### src/rtl/core/rrw_pkg.sv
// shared types and constants for the receive reorder window
package rrw_pkg;

  localparam int SEQ_W  = 32;
  localparam int WIN_W  = 7;
  localparam int FLAG_W = 3;

  localparam logic [WIN_W-1:0] WIN_RESET = 7'd64;
  localparam logic [SEQ_W-1:0] EXP_RESET = 32'd1;

  // item kind carried on tuser of the input channel
  typedef enum logic {
    OP_DATA = 1'b0,
    OP_ACK  = 1'b1
  } op_t;

  typedef enum logic [1:0] {
    ST_IDLE,
    ST_EVAL,
    ST_WALK,
    ST_FIN
  } state_t;

  typedef struct packed {
    logic capture;    // latch the accepted input item
    logic eval;       // classify the item and update state
    logic walk;       // clear the marked head slot and step past it
    logic load;       // move the finished result into the output register
  } rrw_cmd_t;

  typedef struct packed {
    logic walk_start;  // in-order data item, head walk follows
    logic head_marked; // slot at the head is marked
    logic out_space;   // output register free this cycle
  } rrw_sts_t;

endpackage

### src/rtl/core/rrw_ctrl.sv
// controller state machine of the receive reorder window
module rrw_ctrl (
  input  logic              clk,
  input  logic              rst_n,
  input  logic              in_tvalid,
  output logic              in_tready,
  input  rrw_pkg::rrw_sts_t sts,
  output rrw_pkg::rrw_cmd_t cmd
);
  import rrw_pkg::*;

  state_t state_r;
  state_t state_nxt;

  always_ff @(posedge clk) begin
    if (!rst_n) begin
      state_r <= ST_IDLE;
    end else begin
      state_r <= state_nxt;
    end
  end

  always_comb begin
    state_nxt = state_r;
    unique case (state_r)
      ST_IDLE: begin
        if (in_tvalid) state_nxt = ST_EVAL;
      end
      ST_EVAL: begin
        state_nxt = sts.walk_start ? ST_WALK : ST_FIN;
      end
      ST_WALK: begin
        if (!sts.head_marked) state_nxt = ST_FIN;
      end
      ST_FIN: begin
        if (sts.out_space) state_nxt = in_tvalid ? ST_EVAL : ST_IDLE;
      end
      default: state_nxt = ST_IDLE;
    endcase
  end

  always_comb begin
    in_tready   = 1'b0;
    cmd.capture = 1'b0;
    cmd.eval    = 1'b0;
    cmd.walk    = 1'b0;
    cmd.load    = 1'b0;
    unique case (state_r)
      ST_IDLE: begin
        in_tready = 1'b1;
      end
      ST_EVAL: begin
        cmd.eval = 1'b1;
      end
      ST_WALK: begin
        cmd.walk = sts.head_marked;
      end
      ST_FIN: begin
        // next item may enter as the result leaves
        in_tready = sts.out_space;
        cmd.load  = sts.out_space;
      end
      default: in_tready = 1'b0;
    endcase
    cmd.capture = in_tvalid && in_tready;
  end

endmodule

### src/rtl/core/rrw_dp.sv
// datapath of the receive reorder window: bitmap, head, expected number, result register
module rrw_dp #(
  parameter int WINDOW_SLOTS = 64
) (
  input  logic                       clk,
  input  logic                       rst_n,
  input  logic [rrw_pkg::SEQ_W-1:0]  in_tdata,
  input  logic                       in_tuser,
  input  logic                       cfg_wr_en,
  input  logic [rrw_pkg::WIN_W-1:0]  cfg_wr_data,
  input  rrw_pkg::rrw_cmd_t          cmd,
  output rrw_pkg::rrw_sts_t          sts,
  output logic                       out_tvalid,
  input  logic                       out_tready,
  output logic [rrw_pkg::SEQ_W-1:0]  out_tdata,
  output logic [rrw_pkg::FLAG_W-1:0] out_tuser
);
  import rrw_pkg::*;

  localparam int SLOT_W = (WINDOW_SLOTS > 1) ? $clog2(WINDOW_SLOTS) : 1;
  localparam int SUM_W  = SLOT_W + 1;

  logic [WIN_W-1:0]        win_r;
  logic [WINDOW_SLOTS-1:0] map_r;
  logic [SLOT_W-1:0]       head_r;
  logic [SEQ_W-1:0]        exp_r;
  logic                    owed_r;

  logic [SEQ_W-1:0]        seq_r;
  op_t                     op_r;

  logic                    res_due_r;
  logic                    res_dup_r;
  logic                    res_rej_r;

  logic                    out_valid_r;
  logic [SEQ_W-1:0]        out_data_r;
  logic [FLAG_W-1:0]       out_user_r;

  logic [SUM_W-1:0]        w_act;
  logic [SEQ_W-1:0]        gap;
  logic                    is_old;
  logic                    beyond;
  logic                    in_order;
  logic [SUM_W-1:0]        slot_sum;
  logic [SLOT_W-1:0]       mark_slot;
  logic [SUM_W-1:0]        head_inc;
  logic [SLOT_W-1:0]       head_next;

  // effective window: zero acts as one, above the ring size acts as the ring size
  always_comb begin
    if (win_r == '0) begin
      w_act = SUM_W'(1);
    end else if (32'(win_r) > 32'(WINDOW_SLOTS)) begin
      w_act = SUM_W'(WINDOW_SLOTS);
    end else begin
      w_act = SUM_W'(win_r);
    end
  end

  always_comb begin
    gap      = seq_r - exp_r;
    is_old   = seq_r < exp_r;
    beyond   = gap >= 32'(w_act);
    in_order = (op_r == OP_DATA) && !is_old && (gap == '0);
    // gap is below the window here, so it fits the slot sum
    slot_sum = {1'b0, head_r} + SUM_W'(gap);
    if (slot_sum >= w_act) begin
      mark_slot = SLOT_W'(slot_sum - w_act);
    end else begin
      mark_slot = SLOT_W'(slot_sum);
    end
    head_inc  = {1'b0, head_r} + SUM_W'(1);
    head_next = (head_inc >= w_act) ? '0 : SLOT_W'(head_inc);
  end

  assign sts.walk_start  = in_order;
  assign sts.head_marked = map_r[head_r];
  assign sts.out_space   = !out_valid_r || out_tready;

  always_ff @(posedge clk) begin
    if (cmd.capture) begin
      seq_r <= in_tdata;
      op_r  <= op_t'(in_tuser);
    end
  end

  always_ff @(posedge clk) begin
    if (!rst_n) begin
      win_r  <= WIN_RESET;
      map_r  <= '0;
      head_r <= '0;
      exp_r  <= EXP_RESET;
      owed_r <= 1'b0;
    end else if (cfg_wr_en) begin
      // ring renegotiated: slots and head restart, sequence state kept
      win_r  <= cfg_wr_data;
      map_r  <= '0;
      head_r <= '0;
    end else if (cmd.eval) begin
      if (op_r == OP_ACK) begin
        owed_r <= 1'b0;
      end else if (is_old) begin
        owed_r <= 1'b1;
      end else if (!beyond) begin
        owed_r <= 1'b1;
        if (gap == '0) begin
          head_r <= head_next;
          exp_r  <= exp_r + SEQ_W'(1);
        end else begin
          map_r[mark_slot] <= 1'b1;
        end
      end
    end else if (cmd.walk) begin
      map_r[head_r] <= 1'b0;
      head_r        <= head_next;
      exp_r         <= exp_r + SEQ_W'(1);
    end
  end

  always_ff @(posedge clk) begin
    if (cmd.eval) begin
      if (op_r == OP_ACK) begin
        res_due_r <= owed_r;
        res_dup_r <= 1'b0;
        res_rej_r <= 1'b0;
      end else begin
        res_dup_r <= is_old;
        res_rej_r <= !is_old && beyond;
        res_due_r <= (!is_old && beyond) ? owed_r : 1'b1;
      end
    end
  end

  always_ff @(posedge clk) begin
    if (!rst_n) begin
      out_valid_r <= 1'b0;
    end else if (cmd.load) begin
      out_valid_r <= 1'b1;
    end else if (out_tready) begin
      out_valid_r <= 1'b0;
    end
  end

  always_ff @(posedge clk) begin
    if (cmd.load) begin
      out_data_r <= exp_r;
      out_user_r <= {res_rej_r, res_dup_r, res_due_r};
    end
  end

  assign out_tvalid = out_valid_r;
  assign out_tdata  = out_data_r;
  assign out_tuser  = out_user_r;

endmodule

### src/rtl/core/receive_reorder_window.sv
// Receive reorder window: tracks out-of-order packet arrivals in a ring bitmap and keeps
// the cumulative ack value and an ack-owed flag. One result per input item. An item is
// classified, then its result is handed to the output register once that register has
// space. An in-order data packet adds a head walk that looks at the new head and clears
// each consecutive already-arrived slot that it releases, since the head walk steps over
// the bitmap one slot per cycle. A result held in the output register stalls the next
// transfer until it leaves. Writing the window register clears the bitmap and the head in
// the same cycle; write it only while the block is idle.
module receive_reorder_window #(
  parameter int WINDOW_SLOTS = 64
) (
  input  logic                       clk,
  input  logic                       rst_n,
  input  logic                       in_tvalid,
  output logic                       in_tready,
  input  logic [rrw_pkg::SEQ_W-1:0]  in_tdata,   // [31:0] sequence_number
  input  logic                       in_tuser,   // [0] op
  output logic                       out_tvalid,
  input  logic                       out_tready,
  output logic [rrw_pkg::SEQ_W-1:0]  out_tdata,  // [31:0] next_expected
  output logic [rrw_pkg::FLAG_W-1:0] out_tuser,  // [0] ack_due, [1] duplicate, [2] rejected
  input  logic                       cfg_wr_en,
  input  logic [rrw_pkg::WIN_W-1:0]  cfg_wr_data // window_in_use
);
  import rrw_pkg::*;

  rrw_cmd_t cmd;
  rrw_sts_t sts;

  rrw_ctrl u_ctrl (
    .clk       (clk),
    .rst_n     (rst_n),
    .in_tvalid (in_tvalid),
    .in_tready (in_tready),
    .sts       (sts),
    .cmd       (cmd)
  );

  rrw_dp #(
    .WINDOW_SLOTS (WINDOW_SLOTS)
  ) u_dp (
    .clk         (clk),
    .rst_n       (rst_n),
    .in_tdata    (in_tdata),
    .in_tuser    (in_tuser),
    .cfg_wr_en   (cfg_wr_en),
    .cfg_wr_data (cfg_wr_data),
    .cmd         (cmd),
    .sts         (sts),
    .out_tvalid  (out_tvalid),
    .out_tready  (out_tready),
    .out_tdata   (out_tdata),
    .out_tuser   (out_tuser)
  );

  // output register comes up empty
  a_out_empty_after_reset: assert property (@(posedge clk)
    !rst_n |=> !out_tvalid)
    else $error("result valid right after reset");

  // a packet is never both older than expected and beyond the window
  a_dup_rej_exclusive: assert property (@(posedge clk) disable iff (!rst_n)
    out_tvalid |-> !(out_tuser[1] && out_tuser[2]))
    else $error("duplicate and rejected both set");

  // a duplicate always leaves an ack owed
  a_dup_sets_ack: assert property (@(posedge clk) disable iff (!rst_n)
    (out_tvalid && out_tuser[1]) |-> out_tuser[0])
    else $error("duplicate without ack due");

  // an accepted transfer is classified before the next one is taken
  a_one_item_at_a_time: assert property (@(posedge clk) disable iff (!rst_n)
    (in_tvalid && in_tready) |=> !in_tready)
    else $error("input taken while an item is in work");

endmodule

### config.mk
export PLATFORM = sky130hd
export DESIGN_NAME = receive_reorder_window
export DESIGN_NICKNAME = d
export VERILOG_FILES = /design/src/rtl/core/rrw_pkg.sv /design/src/rtl/core/rrw_ctrl.sv /design/src/rtl/core/rrw_dp.sv /design/src/rtl/core/receive_reorder_window.sv
export SDC_FILE = /design/constraint.sdc
export NUM_CORES = 1
export LEC_CHECK = 0
export ABC_AREA = 1
export BUFFER_PORTS_ARGS = -buffer_cell sky130_fd_sc_hd__buf_2
export CAP_MARGIN = 20
export CORE_MARGIN = 4
export CORE_UTILIZATION = 33
export CTS_CLUSTER_DIAMETER = 60
export CTS_CLUSTER_SIZE = 10
export DETAILED_ROUTE_END_ITERATION = 8
export PLACE_DENSITY = 0.58
export SYNTH_ARGS = -nofsm -noshare
export SYNTH_HDL_FRONTEND = slang
export SYNTH_SLANG_ARGS = --single-unit
### constraint.sdc
create_clock -name clk -period 7 [get_ports clk]
set_input_delay 0.35 -clock clk [delete_from_list [all_inputs] [get_ports clk]]
set_output_delay 0.35 -clock clk [all_outputs]
set_load 0.01 [all_outputs]
Yosys cells after proc, flatten, opt, wreduce, memory -nomap -nowiden
Index checks and enable logic that the tools add are counted.
Word-level totals
  bits in registers: 184
  input port bits: 45
  output and inout port bits: 37
  word-level logic and storage cells: 111
Cells by class
  add/sub/neg operators: 5
  magnitude comparators: 9
  equality and inequality tests: 12
  muxes and demuxes: 45
  bitwise operators: 6
  reductions and logical operators: 20
Operators by type and width (count)
  $mux 64: 6
  $mux 32: 6
  $and 64x64->64: 1
  $not 64->64: 1
  $or 64x64->64: 1
  $mux 6: 8
  $add 32x1->32 const B: 1
  $ge 32x7->1: 1
  $logic_not 32->1: 1
  $lt 32x32->1: 1
  $sub 32x32->32: 1
  $mux 1: 15
  $ge 7x7->1: 2
  $lt 6x7->1 const B: 2
  $mux 7: 2
  $demux 1 s6: 2
  $ge 6x1->1 const B: 2
  $ne 2x2->1 const B: 6
  $reduce_and 5->1: 2
  $pmux 2 s4: 1
  $add 6x1->7 const B: 1
  $add 6x7->7: 1
  $gt 7x7->1 const B: 1
  $logic_not 7->1: 1
  other kinds (17): 31

Longest topological paths before layout
Gate-level depths: netlist of run 1.
  depth in word-level cells: 15
  mapped depth: 30
  mapped depth without buffers: 29

Hierarchy
From an unflattened synthesis of run 1, not the netlist that was laid out.
Unflattened totals
  cell total of the unflattened synthesis: 1970
  area total of the unflattened synthesis: 13284.0 µm²
By module, submodules not included
  rrw_dp: times used 1, cells an instance 1937, area an instance 13076.3 µm², sequential area each 4354.2 µm²
  rrw_ctrl: times used 1, cells an instance 33, area an instance 207.7 µm², sequential area each 40.0 µm²

Least setup slack after synthesis of run 1
Ideal clock, no wire load.
  path kind: reg2reg
  start: reg u_dp.exp_r[2]
  end: reg u_dp.map_r[23]
  library setup time: 132 ps
  arrival: 4044 ps
  required time: 6868 ps
  slack: 2824 ps
  cell stages (with the launch flop): 29
  buffers on the path: 1
  period minus slack after synthesis: 4176 ps
  path through: dfxtp_1 -> inv_1 -> ha_1 -> nand2_1 -> nand2_1 -> inv_2 -> nand2_2 -> xor2_1 -> ha_1 -> a21oi_1 -> o21ai_0 -> a21o_1 -> a21oi_1 -> xnor2_1 -> ha_1 -> inv_1 -> nor3_1 -> nand2_1 -> nand4_1 -> buf_2 -> nand2_1 -> o21ai_0 -> inv_1 -> nand3_1 -> nor2_1 -> o21ai_0 -> nand2_1 -> nand3_1 -> a21oi_1
On the way
  cells in the longest elaborated chain, start to end: 14
  elaborated cells between the ends (all ways): 23
  classes of those cells: add/sub: 3; order compare: 5; eq/ne: 3; mux: 8; bitwise: 1; reduce/logical: 3
RTL lines
  start, declared: line rrw_dp.sv:26  | logic [SEQ_W-1:0] exp_r;
  start signal, assigned: line rrw_dp.sv:109  | exp_r <= exp_r + SEQ_W'(1);
  start signal, assigned: line rrw_dp.sv:117  | exp_r <= exp_r + SEQ_W'(1);
  $sub 32x32->32: line rrw_dp.sv:62  | gap = seq_r - exp_r;
  $add 6x7->7: line rrw_dp.sv:67  | slot_sum = {1'b0, head_r} + SUM_W'(gap);
  $sub 6x6->6 / $ge 7x7->1 (equally long branches): line rrw_dp.sv:69, rrw_dp.sv:68
  $mux 6: line rrw_dp.sv:68  | if (slot_sum >= w_act) begin
  $lt 6x7->1 (implied by the code) / $ge 6x1->1 (equally long branches): line rrw_dp.sv:111  | map_r[mark_slot] <= 1'b1;
  $logic_and 1x1->1 (implied by the code): line rrw_dp.sv:111
  $mux 1 (implied by the code): line rrw_dp.sv:111
  $demux 1 s6
  $or 64x64->64 (no line)
  $mux 64: line rrw_dp.sv:107  | if (gap == '0) begin
  $mux 64: line rrw_dp.sv:105  | end else if (!beyond) begin
  $mux 64: line rrw_dp.sv:103  | end else if (is_old) begin
  $mux 64: line rrw_dp.sv:101  | if (op_r == OP_ACK) begin
  $mux 64: line rrw_dp.sv:100  | end else if (cmd.eval) begin
  end signal, assigned: line rrw_dp.sv:98  | map_r <= '0;
  end signal, assigned by index: line rrw_dp.sv:111
  end signal, assigned by index: line rrw_dp.sv:115  | map_r[head_r] <= 1'b0;
  end, declared: line rrw_dp.sv:24  | logic [WINDOW_SLOTS-1:0] map_r;
Parallel ways exist; a longest one is shown, timed or not. The select of a mux whose other input is x is not followed.
A chain may end at the register's enable or synchronous reset.

Worst setup path after layout of run 1
  start: reg u_dp.exp_r[2]
  end: reg u_dp.map_r[41]
Same word-level chain as after synthesis.

==> flow_metrics.tcl, run 1 <==
set metrics [dict create \
    ys_top_cells_by_count "nand2_1 (688), inv_1 (281), nand3_1 (226), nor2_1 (152), a21oi_1 (128)" \
    post-place-ws_ps 1470 \
    grt_max_degree 78 \
    finalMaxSlewViolations 0 \
    clk_pin_slew_ps 80 \
    ys_warn_count 0 \
    antenna_found_initial 1 \
    ys_ff_latch 184 \
    seq_power_share_pct 26.7 \
    total_power_w 0.00492 \
    grtUsageTotal_pct 19.4 \
    reg2reg_from "u_dp.exp_r[2]$_SDFFE_PN0P_" \
    worstMarginPinSlew_ps 999 \
    dr.pass1.iters 5 \
    vias_per_cell 5.04 \
    switching_power_w 0.00251 \
    io_buffers 81 \
    fin_skew_ps 20.5 \
    finalHoldViolations 0 \
    avgRoutedWirePerCell_um 16.1 \
    die_h_um 209 \
    overflow 0 \
    postCtsResizedCells 0 \
    routed_wirelength_um 42700 \
    ys_seq_area_share_pct 33.0 \
    die_area_um2 43700 \
    leakage_nw 6.45 \
    gp_congestion 0.909 \
    clock_power_share_pct 20.6 \
    h-tree-depth 4 \
    holdWs_ps 47.9 \
    core_um2 39800 \
    cts.hold.buffers_added 0 \
    path_max_fanout 14 \
    power_density_nw_per_um2 333 \
    p_int_w 0.00241 \
    vdd_drop_max_mv 0.172 \
    yosysUniqueCellTypes 42 \
    synth_top_area_share_pct 19.4 \
    endpoint_kind "flop" \
    syn-num-nets 2186 \
    regArea_um2 4390 \
    synth_area_per_cell_um2 6.43 \
    critPathKind "reg2reg" \
    postCtsSetupRepairBufs 0 \
    hpwl_um 30700 \
    cp-endpoint "u_dp.map_r[41]$_SDFFE_PP0P_" \
    slew_headroom_pct 33.2 \
    synthTopCellsByArea "nand2_1 (19%), dfxtp_1 (17%), edfxtp_1 (16%), nand3_1 (8.5%), inv_1 (7.9%)" \
    async_flop_share_pct 0 \
    setup_ws_ps 1340 \
    finalCriticalPeriod_ps 5660 \
    root_buffer "clkbuf_16" \
    worstRegToRegCells 23 \
    clock.fmax_ghz 0.177 \
    fillerInstances 4394 \
    die_w_um 209 \
    nets 2236 \
    cp_data_arrival_time_ps 6060 \
    grt_pass1_wl_um 68700 \
    cts_tree "built" \
    rows 73 \
    tns_ps 0 \
    grt_pass1_vias 12693 \
    numCtsBuffers 17 \
    reg2reg_slack_ps 1340 \
    syn_area_um2 13300 \
    yosysMostFrequentCell "nand2_1" \
    cap_viol_max_count 0 \
    critPathLaunch "u_dp.exp_r[2]$_SDFFE_PN0P_" \
    layout-drive-gt1-share_pct 7.21 \
    area_growth_pct 10.9 \
    drtAntennaViolNets 0 \
    power_frac_comb_pct 52.7 \
    post-route-period-util_pct 80.8 \
    hold_path_class "in2reg" \
    clock_latency_ps 480 \
    multiInputGateArea_um2 7480 \
    hold_depth 1 \
    initialDrtViolationCount 1041 \
    rsz0062_at_grt "no" \
    startpoint_type "flop" \
    setup_viol 0 \
    initial_core_util_pct 33.5 \
    sw_frac_of_total_pct 51.0 \
    worstPathRequired_ps 7400 \
    drc 0 \
    vias 13419 \
    r2r-end "u_dp.map_r[41]$_SDFFE_PP0P_" \
    status "finished clean" \
    ioPinCount 82 \
    synth_edf_count 71 \
    syn_inst 2073 \
    cts_sinks 184 \
    synthFlopType "dfxtp_1" \
    clk_path_buf_depth 2 \
    synth_area_leader_cell "nand2_1" \
]
placed cells by master (no fill, tap or decap), drive strengths merged, types with 27 or more instances in the layout:
cell	netlist	final
nor2	158	158
dfxtp	113	113
a21oi	129	129
inv	288	296
nand3	228	228
o21ai	99	99
buf	43	97
ha	65	65
nand2	691	691
nor3	27	27
edfxtp	71	71
xor2	38	38
power by group through the flow:
stage | registers (W) | logic, W | clock network [W]
final | 0.00132 | 0.00259 | 0.00101
after global routing | 0.00133 | 0.00289 | 0.00108
after CTS | 0.00132 | 0.00256 | 0.00104
after detailed placement | 0.00134 | 0.00255 | 0
after global placement | 0.00134 | 0.00253 | 0
after floorplan | 0.00133 | 0.00182 | 0
critical path: stages (launching register included):
cell and delay, ps:
dfxtp_1 390, inv_1 160, ha_1 440, nand2_1 80, nand2_1 100, inv_2 40
nand2_2 110, xor2_1 310, ha_1 350, a21oi_1 150, o21ai_0 150, a21o_1 190
a21oi_1 150, xnor2_1 150, ha_1 280, a21oi_1 170, nand4_1 380, o21ai_0 750
nand3_1 510, o21ai_0 320, nand2_1 70, nand2_1 90, nand3_1 70, a21oi_1 170
area by class of cell:
| cell class | count | area share (%) |
|---|---|---|
| clock buffer | 20 | 3.23 |
| tap | 525 | 4.44 |
| sequential | 184 | 29.7 |
| inverter | 296 | 7.52 |
| antenna | 1 | 0.0169 |
| clock inverter | 12 | 0.830 |
| timing repair buffer | 97 | 3.61 |
| multi-input combinational | 1527 | 50.6 |
registers in the layout, summed over array words and instances, names as in the netlist:
name             cells
u_ctrl.state_r       2
u_dp.exp_r          32
u_dp.head_r          6
u_dp.map_r          64
u_dp.op_r            1
u_dp.out_tdata      32
u_dp.out_tuser       3
u_dp.out_tvalid      1
u_dp.owed_r          1
u_dp.res_due_r       1
u_dp.res_dup_r       1
u_dp.res_rej_r       1
u_dp.seq_r          32
u_dp.win_r           7
per-stage QoR:
step | area [um^2] | instances | util [%]
finish | 14800 | 2662 | 37.1
global route | 14800 | 2662 | 37.1
CTS | 14800 | 2660 | 37.1
detailed placement | 14200 | 2628 | 35.6
global placement | 14200 | 2628 | 35.6
floorplan | 13300 | 2073 | -
routing by layer:
metal	GRT usage [%]	up-vias	wire [um]
li1	-	6778	-
met1	28.7	6176	20700
met2	29.7	427	18900
met3	2.48	38	2550
met4	5.42	0	629
met5	0	-	0
cell families (layout without fill, tap and decap cells):
logic type,count (synthesis),in the layout,synth area share (%)
simple gates,1145,1145,35.8
buf+inv,362,425,11.0
compound gates,268,268,10.7
flops,184,184,33.0
fa+ha+maj,68,68,6.55
xor+xnor,46,46,3.02
other cells,0,1,0
worst min path at each step:
stage,from,end,slack [ps]
floorplan,u_dp.res_due_r$_DFFE_PP_,u_dp.out_tuser[0]$_DFFE_PP_,400
global placement,u_dp.res_rej_r$_SDFFCE_PP0P_,u_dp.out_tuser[2]$_DFFE_PP_,410
detailed placement,u_dp.res_rej_r$_SDFFCE_PP0P_,u_dp.out_tuser[2]$_DFFE_PP_,420
CTS,in_tdata[22],u_dp.seq_r[22]$_DFFE_PP_,20
global route,in_tdata[22],u_dp.seq_r[22]$_DFFE_PP_,30
finish,in_tdata[21],u_dp.seq_r[21]$_DFFE_PP_,50
No activity file was read; power rests on OpenSTA's default activity.
==> inputs of run 2 (changes only) <==
- ABC_AREA: 1 -> 0
- clock period: 7 -> 5.45 ns (I/O delays scaled with it)
==> run 2 against run 1 <==
Against the previous run: non-clock buffer count rose by 46; via count shrank 22%; critical path depth shrank 6; power shrank 2.6%; clock skew decreased by 1.6 ps; first-iteration DRC count down 6.2%; die area is 14% lower; setup slack worse by 920 ps; sequential cell count is the same; highest routed layer unchanged; maximum frequency is 13% higher; largest cell class unchanged; sequential share of layout area up 3.5 points; clock power grew 25%.
==> flow_metrics.tcl, run 2 <==
set metrics [dict create \
    ys_top_cells_by_count "nand2_1 (119), dfxtp_1 (113), nor2_1 (101), o21ai_0 (82), a21oi_1 (80)" \
    fin_skew_ps 18.9 \
    post-place-ws_ps 349 \
    antenna_found_initial 1 \
    clock_power_share_pct 26.3 \
    cp_cell_sequence "ha_1, fa_1, nand2b_1, a21oi_2, nor2_1, xnor2_1, ha_1, a21oi_1, o311ai_0, nor4_1, nand4_1, nor4_4, buf_4, o21ai_1, buf_6, nor4_1, mux2i_1" \
    vias_per_cell 5.66 \
    rows 67 \
    synthFlopType "dfxtp_1" \
    setup_ws_ps 427 \
    synth_edf_count 71 \
    finalMaxSlewViolations 0 \
    grt_pass1_vias 10027 \
    initialDrtViolationCount 976 \
    layout_commonest_cell "nand2_1" \
    drc 0 \
    synth_area_leader_cell "dfxtp_1" \
    clock.fmax_ghz 0.199 \
    cp_data_arrival_time_ps 5410 \
    ioPinCount 82 \
    fin_util_pct 39.2 \
    largest_reg_flops 64 \
    critPathSlowestCell "fa_1" \
    io_buffers 81 \
    worstPathRequired_ps 5840 \
    synth_area_per_cell_um2 8.87 \
    sw_frac_of_total_pct 40.8 \
    leakage_nw 4.60 \
    critPathKind "reg2reg" \
    overflow 0 \
    layout_common_cells "nand2_1 (119), dfxtp_1 (113), nor2_1 (99)" \
    yosysUniqueCellTypes 81 \
    layout-drive-gt1-share_pct 13.2 \
    top_register "u_dp.map_r" \
    clock_latency_ps 460 \
    initial_core_util_pct 33.6 \
    grtUsageTotal_pct 19.1 \
    async_flop_share_pct 0 \
    switching_power_w 0.00196 \
    ys_ff_latch 184 \
    core_um2 33700 \
    root_buffer "clkbuf_16" \
    setup_viol 0 \
    clk_pin_slew_ps 80 \
    power_frac_comb_pct 40.2 \
    syn_inst 1278 \
    vdd_drop_max_mv 0.242 \
    clk_path_buf_depth 2 \
    tns_ps 0 \
    ys_warn_count 0 \
    finalCriticalPeriod_ps 5020 \
    finalHoldViolations 0 \
    critPathBufInv 2 \
    hold_path_class "in2reg" \
    slew_headroom_pct 37.2 \
    cts_tree "built" \
    p_int_w 0.00284 \
    status "finished clean" \
    routed_wirelength_um 36700 \
    die_w_um 193 \
    worstMarginPinSlew_ps 931 \
    gp_congestion 0.947 \
    drtAntennaViolNets 0 \
    cpPeakStageDelay_ps 400 \
    syn-num-nets 1391 \
    cap_viol_max_count 0 \
    synth_top_area_share_pct 20.0 \
    die_area_um2 37400 \
    dr.pass1.iters 5 \
    numCtsBuffers 17 \
    synthTopCellsByArea "dfxtp_1 (20%), edfxtp_1 (19%), ha_1 (7.2%), nand2_1 (3.9%), o21ai_0 (3.6%)" \
    path_max_fanout 14 \
    cts_sinks 184 \
    nets 1490 \
    critical-path-top-delay-family "simple AND/OR/NAND/NOR gates" \
    avgRoutedWirePerCell_um 20.0 \
    power_density_nw_per_um2 363 \
    h-tree-depth 4 \
    hpwl_um 27000 \
    die_h_um 193 \
    area_growth_pct 16.5 \
    ys_seq_area_share_pct 38.8 \
    postCtsSetupRepairBufs 0 \
    syn_area_um2 11300 \
    startpoint_type "flop" \
    vias 10408 \
    grt_pass1_wl_um 57400 \
    rsz0062_at_grt "no" \
    endpoint_kind "flop" \
    seq_power_share_pct 33.4 \
    post-route-period-util_pct 92.2 \
    grt_max_degree 49 \
    yosysMostFrequentCell "nand2_1" \
]
## run 2: changes by cell type in the layout (fill, tap and decap cells not counted), sizes merged, moves of 23 or more
cell	delta
nand2	-572
inv	-226
nand3	-187
nor2	-57
a21oi	-47
o211ai	+39
dlygate4sd3	+32
mux2i	+27
xor2	-26
xnor2	+23
## run 2: cell families (layout without fill, tap and decap cells)
logic type	after synthesis	count (layout)	synth area share [%]
AOI/OAI and AO/OA	376	376	21.7
xor gates and xnor gates	43	43	3.32
adders and majority gates	68	68	7.71
buffers and inverters	127	239	4.47
DFF	184	184	38.8
muxes	44	44	4.87
other	0	1	0
and+or+nand+nor	436	436	19.1
## run 2: cell type report
type / count / area [um^2]
inverter: 64 / 240
fill: 3460 / 20500
antenna: 1 / 2.50
tap: 448 / 561
multi-input combinational: 967 / 6470
clock buffer: 19 / 454
clock inverter: 13 / 128
timing repair buffer: 143 / 952
sequential: 184 / 4390
## run 2: per-layer routing
layer  GRT usage, %  part of all wire (%)
met2           28.9                    43
met1           27.4                    48
met4           7.00                   3.1
met3           3.46                   6.0
met5              0                     0
## run 2: per-stage QoR
stage	area [um^2]	total power [W]	std cells	hold slack (ps)
floorplan	11300	0.00291	1278	371
global placement	12300	0.00346	1772	404
detailed placement	12300	0.00347	1773	405
CTS	13200	0.00476	1837	15.9
global route	13200	0.00507	1839	24.5
finish	13200	0.00480	1839	25.8
## run 2: power by group through the flow
stage                     clock network (W)  logic [W]  registers [W]
after floorplan                           0    0.00127        0.00164
after global placement                    0    0.00183        0.00164
after detailed placement                  0    0.00184        0.00164
after CTS                           0.00129    0.00187        0.00161
after global routing                0.00134    0.00212        0.00161
final                               0.00126    0.00193        0.00160
## run 2: what timing repair did
item	CTS	global route
hold endpoints to repair	32	0
setup endpoints to repair	0	20
gates resized for setup	0	4
hold buffers	32	0
## run 2: final timing paths
kind         cells after the start                  startpoint  slack [ps]                          end
min reg2reg                      0    u_dp.res_due_r$_DFFE_PP_         420  u_dp.out_tuser[0]$_DFFE_PP_
min                              3              cfg_wr_data[6]          30   u_dp.win_r[6]$_SDFFE_PN1P_
max                             17  u_dp.exp_r[0]$_SDFFE_PN1P_         430   u_dp.exp_r[6]$_SDFFE_PN0P_
max reg2reg                     17  u_dp.exp_r[0]$_SDFFE_PN1P_         430   u_dp.exp_r[6]$_SDFFE_PN0P_
## run 2: worst reg2reg max path: stages, from the launching register on
cell	delay (ps)
dfxtp_1	370
ha_1	230
fa_1	400
nand2b_1	190
a21oi_2	290
nor2_1	130
xnor2_1	380
ha_1	320
a21oi_1	190
o311ai_0	340
nor4_1	390
nand4_1	220
nor4_4	210
buf_4	260
o21ai_1	240
buf_6	260
nor4_1	320
mux2i_1	220
==> inputs of run 3 (changes only) <==
- ABC_AREA: 0 -> 1
==> run 3 against run 2 <==
Against the previous run: power rose by 40%; utilization fell by 0.81 points; global-route usage rose by 0.23 points; clock skew fell by 2.0 ps; critical path depth rose by 11; via count rose by 31%.
==> flow_metrics.tcl, run 3 (same netlist as run 1, synthesis figures left out) <==
set metrics [dict create \
    status "finished clean" \
    initial_core_util_pct 33.5 \
    min_to "u_dp.seq_r[0]$_DFFE_PP_" \
    fillerInstances 4308 \
    vias 13638 \
    clock_latency_ps 470 \
    grt_max_degree 77 \
    core_um2 39800 \
    finalMaxSlewViolations 0 \
    avgRoutedWirePerCell_um 15.9 \
    setup_ws_ps 476 \
    drtAntennaViolNets 0 \
    cap_viol_max_count 0 \
    clk_pin_slew_ps 80 \
    setup_viol 0 \
    critPathKind "reg2reg" \
    worstPathRequired_ps 5840 \
    reg2reg_from "u_dp.exp_r[2]$_SDFFE_PN0P_" \
    path_max_fanout 14 \
    multiInputGateArea_um2 7500 \
    die_w_um 209 \
    fin_util_pct 38.4 \
    dr.pass1.iters 6 \
    root_buffer "clkbuf_16" \
    fin_skew_ps 16.9 \
    finalCriticalPeriod_ps 4970 \
    power_density_nw_per_um2 439 \
    endpoint_kind "flop" \
    finalHoldViolations 0 \
    worstMarginPinSlew_ps 996 \
    p_int_w 0.00338 \
    clock_power_share_pct 19.5 \
    regArea_um2 4390 \
    holdCritStartpoint "in_tdata[0]" \
    io_buffers 81 \
    drc 0 \
    nets 2290 \
    layout_common_cells "nand2_1 (688), inv_1 (279), nand3_1 (223)" \
    postCtsSetupRepairBufs 0 \
    gp_congestion 0.929 \
    initialDrtViolationCount 1155 \
    largest_reg_flops 64 \
    grtUsageTotal_pct 19.3 \
    antenna_found_initial 1 \
    startpoint_type "flop" \
    cp_data_arrival_time_ps 5360 \
    hold_path_class "in2reg" \
    h-tree-depth 4 \
    cts_tree "built" \
    vias_per_cell 5.02 \
    switching_power_w 0.00333 \
    slew_headroom_pct 33.4 \
    cpMostUsedCell "nand2_1" \
    hold_depth 1 \
    worstRegToRegCells 28 \
    critPathSlowestCell "ha_1" \
    area_growth_pct 14.6 \
    top_register "u_dp.map_r" \
    grt_pass1_wl_um 68700 \
    sw_frac_of_total_pct 49.6 \
    layout_commonest_cell "nand2_1" \
    die_area_um2 43700 \
    tns_ps 0 \
    clk_path_buf_depth 2 \
    r2r-end "u_dp.map_r[12]$_SDFFE_PP0P_" \
    grt_pass1_vias 12612 \
    overflow 0 \
    reg2reg_slack_ps 480 \
    leakage_nw 6.67 \
    post-route-period-util_pct 91.3 \
    power_frac_comb_pct 55.4 \
    post-place-ws_ps 403 \
    numCtsBuffers 17 \
    vdd_drop_max_mv 0.410 \
    layout-drive-gt1-share_pct 8.26 \
    rows 73 \
    seq_power_share_pct 25.1 \
    ioPinCount 82 \
    clock.fmax_ghz 0.201 \
    cts_sinks 184 \
    cpPeakStageDelay_ps 440 \
    routed_wirelength_um 43100 \
    rsz0062_at_grt "no" \
    hpwl_um 31100 \
    die_h_um 209 \
]
==> run 3: cell types whose count changed in the layout (fill, tap and decap cells not counted), sizes merged, moves of 39 or more <==
cell    before  now
nand3       41  228
inv         70  294
a21oi       82  129
nor2       101  158
nand2      119  691
o211ai      46    7
==> run 3: final cells by class <==
| class | instances | share of cell area (%) |
|---|---|---|
| repair buffers | 151 | 6.60 |
| multi-input cells | 1527 | 49.1 |
| clock inverters | 15 | 1.18 |
| flip-flops and latches | 184 | 28.8 |
| clock buffers | 17 | 2.78 |
| diodes | 1 | 0.0164 |
| well taps | 525 | 4.30 |
| inverters | 296 | 7.27 |
==> run 3: power groups by stage <==
| stage | combinational, W | clock (W) | sequential, W |
|---|---|---|---|
| finish | 0.00372 | 0.00131 | 0.00168 |
| global route | 0.00411 | 0.00140 | 0.00170 |
| CTS | 0.00362 | 0.00134 | 0.00168 |
| detailed placement | 0.00359 | 0 | 0.00171 |
| global placement | 0.00355 | 0 | 0.00172 |
| floorplan | 0.00233 | 0 | 0.00171 |
==> run 3: worst max-delay path by stage <==
stage                                          start                          end  depth (start not counted)
after floorplan           u_dp.exp_r[2]$_SDFFE_PN0P_  u_dp.map_r[23]$_SDFFE_PP0P_                         28
after global placement    u_dp.exp_r[2]$_SDFFE_PN0P_  u_dp.map_r[28]$_SDFFE_PP0P_                         28
after detailed placement  u_dp.exp_r[2]$_SDFFE_PN0P_  u_dp.map_r[21]$_SDFFE_PP0P_                         28
after CTS                 u_dp.exp_r[2]$_SDFFE_PN0P_  u_dp.map_r[24]$_SDFFE_PP0P_                         28
after global routing      u_dp.exp_r[2]$_SDFFE_PN0P_  u_dp.map_r[27]$_SDFFE_PP0P_                         25
final                     u_dp.exp_r[2]$_SDFFE_PN0P_  u_dp.map_r[12]$_SDFFE_PP0P_                         28
==> run 3: routing by layer <==
layer | vias up | part of all wire [%] | GRT usage [%]
met4 | 0 | 1.9 | 5.15
met5 | - | 0 | 0
met1 | 6241 | 48 | 28.4
li1 | 6877 | - | -
met2 | 463 | 43 | 29.6
met3 | 57 | 6.4 | 3.02
==> run 3: timing repair <==
action	4_1_cts	5_1_grt
gates resized for setup	0	4
hold buffers	31	0
setup endpoints to repair	0	29
hold endpoints to repair	31	0
==> run 3: critical path: cells and delay by family, from the launching register on <==
family | cells | cell delay [ps]
simple gates | 10 | 1170
compound gates | 7 | 1170
fa+ha+maj | 3 | 1100
buf+inv | 6 | 740
flops | 1 | 400
xor+xnor | 2 | 340
==> run 3: metrics by stage <==
step           instance area (um^2)  power [W]  hold WS (ps)  std cells
3_3_place_gp                  14300    0.00527           442       2652
5_1_grt                       15300    0.00720          3.91       2716
6_report                      15300    0.00671          30.7       2716
2_1_floorplan                 13300    0.00404           371       2073
3_5_place_dp                  14300    0.00531           445       2652
4_1_cts                       15300    0.00664          4.72       2715
